==> src/sv/decd_pkg.sv <==
// shared constants and types of the der ecdsa signature decoder
package decd_pkg;

	localparam int INT_BYTES = 32;
	localparam int NUM_BYTES = 2 * INT_BYTES;
	localparam int IDX_W     = $clog2(NUM_BYTES);
	localparam int LEN_BITS  = 16;

	localparam logic [7:0] TAG_SEQ   = 8'h30;
	localparam logic [7:0] TAG_INT   = 8'h02;
	localparam logic [6:0] MAX_COUNT = 7'd8;

	// largest accumulator value that still takes another length byte
	localparam logic [LEN_BITS-1:0] ACC_LIMIT =
		LEN_BITS'(((64'd1 << LEN_BITS) - 64'd1) >> 8);

	typedef enum logic [7:0] {
		PH_SEQ_TAG  = 8'b0000_0001,
		PH_SEQ_LEN  = 8'b0000_0010,
		PH_SEQ_LENX = 8'b0000_0100,
		PH_INT_TAG  = 8'b0000_1000,
		PH_INT_LEN  = 8'b0001_0000,
		PH_INT_LENX = 8'b0010_0000,
		PH_INT_BODY = 8'b0100_0000,
		PH_DONE     = 8'b1000_0000
	} phase_t;

	typedef struct packed {
		logic [7:0] in_byte;
		logic       final_byte;
	} in_item_t;

	typedef struct packed {
		logic [7:0] sig_byte;
		logic [5:0] byte_index;
		logic       ok;
		logic       last;
	} out_item_t;

	// parser to store chain
	typedef struct packed {
		logic clear;
		logic shift;
		logic second;
		logic flush;
		logic ok;
	} store_ctl_t;

	// per-cell controls
	typedef struct packed {
		logic clear;
		logic shift;
		logic flush;
		logic load;
		logic out_shift;
	} cell_ctl_t;

endpackage

==> src/sv/der_ecdsa_signature_decoder_unit.sv <==
// top level of the der ecdsa signature decoder
//
//  channel | direction | handshake              | payload
//  --------+-----------+------------------------+--------------------------------
//  in      | input     | in_valid / in_ready    | in_byte, final_byte
//  out     | output    | out_valid / out_ready  | sig_byte, byte_index, ok, last
//
// one input byte per cycle while in_ready is high; the parser and the 64-cell store chain update in that cycle
// the byte marked final copies the store into the output row of the chain in the same cycle
// a good run then gives 64 output transfers, one per cycle while out_ready is high, an error run a single transfer
// a final byte waits (in_ready low) until the last transfer of the previous result
// other bytes keep flowing while results drain, so parsing overlaps output
// reset clears the parser and the output control; the store contents need no reset
module der_ecdsa_signature_decoder_unit (
	input  logic                  clk,
	input  logic                  arst_n,
	input  logic                  in_valid,
	output logic                  in_ready,
	input  decd_pkg::in_item_t    in_data,
	output logic                  out_valid,
	input  logic                  out_ready,
	output decd_pkg::out_item_t   out_data
);

	decd_pkg::store_ctl_t st;
	logic                 take;
	logic                 out_xfer;
	logic                 busy_q;
	logic                 err_q;
	logic [decd_pkg::IDX_W-1:0] idx_q;
	logic                 out_last;
	logic [7:0]           p_val [decd_pkg::NUM_BYTES];
	logic [7:0]           o_val [decd_pkg::NUM_BYTES];

	// a final byte needs a free output row; the last transfer frees it in the same cycle
	assign in_ready = !(in_data.final_byte && busy_q && !(out_xfer && out_last));
	assign take     = in_valid && in_ready;
	assign out_xfer = out_valid && out_ready;

	decd_parser u_parser (
		.clk   (clk),
		.arst_n(arst_n),
		.take  (take),
		.item  (in_data),
		.ctl   (st)
	);

	// chain of cells: parse row shifts left within a half, output row shifts towards cell 0
	for (genvar k = 0; k < decd_pkg::NUM_BYTES; k++) begin : g_cell
		localparam bit UPPER = (k >= decd_pkg::INT_BYTES);
		localparam bit TAIL  = (k == decd_pkg::INT_BYTES - 1) || (k == decd_pkg::NUM_BYTES - 1);
		decd_pkg::cell_ctl_t cc;
		logic [7:0]          p_in;
		logic [7:0]          o_in;

		assign cc.clear     = st.clear && (st.second == UPPER);
		assign cc.shift     = st.shift && (st.second == UPPER);
		assign cc.flush     = st.flush;
		assign cc.load      = st.flush;
		assign cc.out_shift = out_xfer;

		// the tail cell of each half takes the new body byte
		if (TAIL) begin : g_tail
			assign p_in = in_data.in_byte;
		end else begin : g_body
			assign p_in = p_val[k+1];
		end

		if (k == decd_pkg::NUM_BYTES - 1) begin : g_oend
			assign o_in = 8'h00;
		end else begin : g_omid
			assign o_in = o_val[k+1];
		end

		decd_cell u_cell (
			.clk  (clk),
			.ctl  (cc),
			.p_in (p_in),
			.o_in (o_in),
			.p_val(p_val[k]),
			.o_val(o_val[k])
		);
	end

	// output sequencing
	assign out_last = err_q || (idx_q == decd_pkg::IDX_W'(decd_pkg::NUM_BYTES - 1));

	always_ff @(posedge clk or negedge arst_n) begin
		if (!arst_n) begin
			busy_q <= 1'b0;
			err_q  <= 1'b0;
			idx_q  <= '0;
		end else if (st.flush) begin
			busy_q <= 1'b1;
			err_q  <= !st.ok;
			idx_q  <= '0;
		end else if (out_xfer) begin
			if (out_last) busy_q <= 1'b0;
			idx_q <= idx_q + decd_pkg::IDX_W'(1);
		end
	end

	assign out_valid           = busy_q;
	assign out_data.sig_byte   = err_q ? 8'h00 : o_val[0];
	assign out_data.byte_index = err_q ? 6'd0 : 6'(idx_q);
	assign out_data.ok         = !err_q;
	assign out_data.last       = out_last;

endmodule

==> src/sv/decd_cell.sv <==
// one byte cell of the store chain: parse byte and output byte
module decd_cell (
	input  logic                clk,
	input  decd_pkg::cell_ctl_t ctl,
	input  logic [7:0]          p_in,
	input  logic [7:0]          o_in,
	output logic [7:0]          p_val,
	output logic [7:0]          o_val
);

	logic [7:0] p_q;
	logic [7:0] o_q;
	logic [7:0] p_d;

	always_comb begin
		if (ctl.clear) begin
			p_d = 8'h00;
		end else if (ctl.shift) begin
			p_d = p_in;
		end else begin
			p_d = p_q;
		end
	end

	always_ff @(posedge clk) begin
		p_q <= ctl.flush ? 8'h00 : p_d;
		if (ctl.load) begin
			o_q <= p_d;
		end else if (ctl.out_shift) begin
			o_q <= o_in;
		end
	end

	assign p_val = p_q;
	assign o_val = o_q;

endmodule

==> src/sv/decd_parser.sv <==
// der tag and length parser driving the store chain
module decd_parser (
	input  logic                 clk,
	input  logic                 arst_n,
	input  logic                 take,
	input  decd_pkg::in_item_t   item,
	output decd_pkg::store_ctl_t ctl
);

	decd_pkg::phase_t phase_q, phase_n;
	logic [decd_pkg::LEN_BITS-1:0] seq_q, seq_n, elem_q, elem_n, acc_q, acc_n;
	logic [decd_pkg::LEN_BITS-1:0] seq_after, len_val;
	logic [3:0] left_q, left_n, left_dec, len_left;
	logic       second_q, second_n, err_q, err_n;
	logic       len_first, len_done, len_err, fin, in_seq, clr_c, shf_c;
	logic [7:0] b;
	logic [6:0] cnt;

	always_comb begin
		b         = item.in_byte;
		cnt       = b[6:0];
		left_dec  = left_q - 4'd1;
		len_first = (phase_q == decd_pkg::PH_SEQ_LEN) || (phase_q == decd_pkg::PH_INT_LEN);
		if (len_first) begin
			len_err  = b[7] && ((cnt == 7'd0) || (cnt > decd_pkg::MAX_COUNT));
			len_done = !b[7];
			len_val  = b[7] ? '0 : decd_pkg::LEN_BITS'(b);
			len_left = b[7] ? cnt[3:0] : left_q;
		end else begin
			len_err  = acc_q > decd_pkg::ACC_LIMIT;
			len_done = (left_dec == 4'd0);
			len_val  = (acc_q << 8) | decd_pkg::LEN_BITS'(b);
			len_left = left_dec;
		end

		in_seq = phase_q inside {decd_pkg::PH_INT_TAG, decd_pkg::PH_INT_LEN,
			decd_pkg::PH_INT_LENX, decd_pkg::PH_INT_BODY};
		seq_after = in_seq ? (seq_q - decd_pkg::LEN_BITS'(1)) : seq_q;

		phase_n  = phase_q;
		seq_n    = seq_q;
		elem_n   = elem_q;
		acc_n    = acc_q;
		left_n   = left_q;
		second_n = second_q;
		err_n    = err_q;
		clr_c    = 1'b0;
		shf_c    = 1'b0;
		fin      = 1'b0;

		if (!err_q && (phase_q != decd_pkg::PH_DONE)) begin
			if (in_seq && (seq_q == '0)) begin
				// tag, length or body byte past the sequence end
				err_n = 1'b1;
			end else begin
				seq_n = seq_after;
				case (phase_q)
					decd_pkg::PH_SEQ_TAG: begin
						if (b != decd_pkg::TAG_SEQ) err_n = 1'b1;
						else phase_n = decd_pkg::PH_SEQ_LEN;
					end
					decd_pkg::PH_SEQ_LEN, decd_pkg::PH_SEQ_LENX: begin
						acc_n  = len_val;
						left_n = len_left;
						if (len_err) begin
							err_n = 1'b1;
						end else if (len_done) begin
							seq_n    = len_val;
							second_n = 1'b0;
							phase_n  = decd_pkg::PH_INT_TAG;
						end else begin
							phase_n = decd_pkg::PH_SEQ_LENX;
						end
					end
					decd_pkg::PH_INT_TAG: begin
						if (b != decd_pkg::TAG_INT) begin
							err_n = 1'b1;
						end else begin
							clr_c   = 1'b1;
							phase_n = decd_pkg::PH_INT_LEN;
						end
					end
					decd_pkg::PH_INT_LEN, decd_pkg::PH_INT_LENX: begin
						acc_n  = len_val;
						left_n = len_left;
						if (len_err) begin
							err_n = 1'b1;
						end else if (len_done) begin
							if (len_val > seq_after) begin
								err_n = 1'b1;
							end else begin
								elem_n = len_val;
								if (len_val == '0) fin = 1'b1;
								else phase_n = decd_pkg::PH_INT_BODY;
							end
						end else begin
							phase_n = decd_pkg::PH_INT_LENX;
						end
					end
					decd_pkg::PH_INT_BODY: begin
						shf_c  = 1'b1;
						elem_n = elem_q - decd_pkg::LEN_BITS'(1);
						if (elem_q == decd_pkg::LEN_BITS'(1)) fin = 1'b1;
					end
					default: begin
						err_n = 1'b1;
					end
				endcase
				if (fin) begin
					if (!second_q) begin
						second_n = 1'b1;
						phase_n  = decd_pkg::PH_INT_TAG;
					end else if (seq_after != '0) begin
						// slack left in the sequence
						err_n = 1'b1;
					end else begin
						phase_n = decd_pkg::PH_DONE;
					end
				end
			end
		end

		ctl.clear  = take && clr_c;
		ctl.shift  = take && shf_c;
		ctl.second = second_q;
		ctl.flush  = take && item.final_byte;
		ctl.ok     = !err_n && (phase_n == decd_pkg::PH_DONE);
	end

	always_ff @(posedge clk or negedge arst_n) begin
		if (!arst_n) begin
			phase_q  <= decd_pkg::PH_SEQ_TAG;
			seq_q    <= '0;
			elem_q   <= '0;
			acc_q    <= '0;
			left_q   <= '0;
			second_q <= 1'b0;
			err_q    <= 1'b0;
		end else if (take) begin
			if (item.final_byte) begin
				phase_q  <= decd_pkg::PH_SEQ_TAG;
				seq_q    <= '0;
				elem_q   <= '0;
				acc_q    <= '0;
				left_q   <= '0;
				second_q <= 1'b0;
				err_q    <= 1'b0;
			end else begin
				phase_q  <= phase_n;
				seq_q    <= seq_n;
				elem_q   <= elem_n;
				acc_q    <= acc_n;
				left_q   <= left_n;
				second_q <= second_n;
				err_q    <= err_n;
			end
		end
	end

endmodule

==> config.mk <==
export PLATFORM = sky130hd
export DESIGN_NAME = der_ecdsa_signature_decoder_unit
export DESIGN_NICKNAME = d
export VERILOG_FILES = /design/src/sv/decd_pkg.sv /design/src/sv/der_ecdsa_signature_decoder_unit.sv /design/src/sv/decd_cell.sv /design/src/sv/decd_parser.sv
export SDC_FILE = /design/constraint.sdc
export NUM_CORES = 2
export LEC_CHECK = 0
export ABC_AREA = 1
export BUFFER_PORTS_ARGS = -buffer_cell sky130_fd_sc_hd__buf_4
export CORE_ASPECT_RATIO = 1.1
export CORE_MARGIN = 2
export CORE_UTILIZATION = 60
export CTS_BUF_LIST = sky130_fd_sc_hd__clkbuf_4
export DETAILED_ROUTE_END_ITERATION = 10
export GPL_TIMING_DRIVEN = 1
export PLACE_DENSITY = 0.76
export SYNTH_ARGS = -nofsm -noshare
export SYNTH_HDL_FRONTEND = slang
export SYNTH_SLANG_ARGS = --single-unit
==> constraint.sdc <==
create_clock -name clk -period 12.5 [get_ports clk]
set_input_delay 2.5 -clock clk [delete_from_list [all_inputs] [get_ports clk]]
set_output_delay 2.5 -clock clk [all_outputs]
set_load 0.05 [all_outputs]
==> summary.md <==
| Metric | Value |
|---|---|
| Max-Cap Viols | `0` |
| Drt pass-1 iters | `5` |
| Synth area leader | `edfxtp_1` |
| Tot GR Track Use | `between 20% and 30%` |
| Register area | `27,380 um2` |
| Nets | `4,821` |
| Worst rel slew slack | `22.22%` |
| CP Buf/Inv Count | `2` |
| Post-CTS setup buffer count | `0` |
| Count leader, synth | `nand2_1` |
| YS warnings | `0` |
| Vias in the first global route | `33,110` |
| Multi-input gate area | `roughly 16,000 um2` |
| Largest cells by area after synthesis | `edfxtp_1, dfxtp_1, nand2_1, o21ai_1, o21bai_1` |
| Initial antenna violation count | `1` |
| Most frequent CP cell | `buf_4` |
| Root Driver | `clkbuf_4` |
| Synth Flop Type | `edfxtp_1` |
| CTS tree | `built` |
| P&R area growth vs syn | `8.708%` |
| FFs w/ async S/R, synth | `6.399%` |
| Power Dens Cells | `171.7 nW/um2` |
| RSZ-0062 raised after global routing | `false` |
| Yosys top cell area share | `33.80%` |
| Final setup TNS | `0 ns` |
| Final hold vios | `0` |
| Largest net degree at the start of global routing | `242` |
| Die W | `266.5 um` |
| Ports | `31` |
| Slowest stage delay, CP | `0.21 ns` |
| Hpwl dp | `approximately 48,000 um` |
| Clk_lat worst skew | `1.09 ns` |
| Metal-1 WL | `41,280 um` |
| Tmin final | `5.566 ns` |
| CTS resizes | `0` |
| Mapped Area | `45,490 um2` |
| Final antenna-violating net count | `0` |
| Mean Syn Cell Area | `9.481 um2` |
| Hold Crit Class | `flip-flop to flip-flop` |
| Distinct cells, synth | `53` |
| Kind of end point of the critical path | `output port` |
| VDD IR max | `0.1087 mV` |
| DP Worst Slack | `6.056 ns` |
| Initial Util | `60.75%` |
| Sequential-to-total area share from yosys stat | `60.18%` |
| Core area | `74,880 um2` |
| Routed vias/inst | `5.642` |
| Critical path cell sequence | `buf_4 > nand3_1 > buf_4` |
| Total gr overflow | `0` |
| Syn Nets | `4,832` |
| Status | `finished clean` |
| Num Clock Sinks | `1,094` |
| Core Util, Final | `66.04%` |
| Post-Syn Instances | `4,798` |
| Cts hold-fix bufs | `0` |
| CP max FO | `14` |
| Total routed wirelength | `91,400 um` |
| Uppermost layer routed | `met4` |
| Area after DPL | `45,730 um2` |
| Drt drc | `0` |
| Total number of vias | `33,630` |
| Pleak | `20.13 nW` |
| Top delay family on crit path | `buffers and inverters` |
| Number of synthesized register bits | `1,094` |
| Die area | `78,040 um2` |
| Period utilisation layout | `between 40% and 50%` |
| Number of enable flip-flop cells after synthesis | `512` |
| Synth cell count leaders | `nand2_1, nor2_1, o21ai_1, dfxtp_1, edfxtp_1` |
| Met2 WL post-DR | `43,070 um` |
| Filler cell count | `roughly 6,000` |
| Crit path kind | `input pin to output port` |
| Worst Path Arrival | `3.07 ns` |
| Slew @ Worst Pin | `1.167 ns` |
| Worst-path clk slew | `0.06 ns` |
| Endpoints failing setup | `0` |
| Met3 routed WL | `4799 um` |
| Die Height | `292.8 um` |
| Max Root-Sink Buffers | `4` |
| Worst Setup Start Kind | `input pin` |
| H-tree levels | `5` |
| Post-route cell area | `approximately 50,000 um2` |
| Max Clk Rate | `179.7 MHz` |
| Share of layout cells above drive strength 1 | `11.67%` |
| Drt initial violations | `3,037` |
| Routed wire per std cell | `15.34 um` |
| Worst EP required | `~10 ns` |
| First-pass GRT wire length | `155,500 um` |
| CTS buffer count | `288` |
| Port Buf Inserts | `30` |
| CP max-delay cell | `buf_4` |
| Fin Clk Skew | `0.1045 ns` |
| Fin worst setup slack | `roughly 7 ns` |
| Final Slew Violations | `0` |
| Rows | `105` |
| GPL Wtd Cong | `0.9094` |
[final timing paths]
| path | to | depth (start not counted) | slack, ns | from |
|---|---|---|---|---|
| min in group asynchronous | u_parser.seq_q[15] | 1 | 1.55 | arst_n |
| max in group asynchronous | u_parser.acc_q[1] | 1 | 10.32 | arst_n |
| max reg2reg | g_cell[36].u_cell.o_val[3] | 14 | 7.08 | u_parser.phase_q[5] |
| min reg2reg | g_cell[53].u_cell.o_val[1] | 2 | 0.49 | g_cell[54].u_cell.o_val[1] |
| max | in_ready | 3 | 6.93 | in_data[0] |
| min | g_cell[53].u_cell.o_val[1] | 2 | 0.49 | g_cell[54].u_cell.o_val[1] |
[cell usage in the layout, fill, tap and decap left out, types with 4 or more instances in the layout]
cell	instances
nand3_1	39
inv_1	188
o21ai_1	590
nor2_2	8
edfxtp_1	512
xor2_1	12
nor2_4	10
buf_4	49
dfrtp_1	69
o21bai_1	359
nand4_1	13
nor2_1	617
clkbuf_4	446
inv_2	16
o22ai_1	7
a31oi_1	6
o211ai_1	165
o21ai_0	354
xor2_2	5
clkinv_1	42
buf_12	7
nor4_1	5
nor3_1	17
nand3_2	5
ha_1	21
bufinv_16	6
dfxtp_1	512
clkinv_2	4
nand2_1	828
a21oi_1	33
nand2_2	8
a32o_1	4
[stage by stage]
stage	instances	hold slack [ns]	total power, mW
after floorplan	4798	0.4493	5.201
after global placement	5460	0.4669	5.383
after detailed placement	5460	0.4756	5.414
after CTS	5959	0.4670	8.581
after global routing	5960	0.5045	8.962
final	5960	0.4887	8.491
[worst reg2reg max path: stages, from the launching register on]
cell and delay [ns]:
dfrtp_1 0.47, nor2_4 0.22, nand4_2 0.53, nand3_4 0.52, nand3_1 0.22, nand2_2 0.23, nor2_4 0.10, inv_2 0.10
nor2_4 0.07, nand2_8 0.51, buf_4 0.75, buf_4 0.86, o21ai_0 0.23, o21bai_1 0.24, o21ai_1 0.17
[where the power goes]
part           total, mW  internal [mW]  switching [mW]
Sequential          4.24           4.11           0.129
Clock               3.14           1.74            1.40
Combinational       1.11          0.358           0.751
Total               8.49           6.21            2.28
[cells by family after synthesis]
family	count (synthesis)	share of synthesized area (%)
XOR/XNOR	19	0.4483
buffers and inverters	564	5.110
flip-flops	1094	60.18
adder cells (fa/ha/maj)	21	0.5776
AO/OA/AOI/OAI	1537	20.02
AND/OR/NAND/NOR	1563	13.66
[area by class of cell]
class / count / area share [%]
Clock buffer: 446 / 6.771
Timing Repair Buffer: 56 / 1.027
Antenna cell: 1 / 0.005060
Multi-Input combinational cell: 3140 / 32.04
Sequential cell: 1094 / 55.36
Tap cell: 963 / 2.437
Clock inverter: 53 / 0.7413
Inverter: 207 / 1.617
[state kept, by name, summed over array words and instances (netlist names)]
name	count
u_parser.left_q	4
u_parser.seq_q	16
out_valid	1
g_cell.u_cell.o_val	512
u_parser.elem_q	16
u_parser.phase_q	8
g_cell.u_cell.p_val	512
u_parser.err_q	1
u_parser.second_q	1
u_parser.acc_q	16
idx_q	6
err_q	1
[metal layers]
metal / vias up / global-route usage [%]
li1: 16680 / -
met1: 15940 / 31.17
met2: 814 / 38.48
met3: 188 / 4.817
met4: 0 / 9.660
met5: - / 0
No activity file was read; power rests on OpenSTA's default activity.
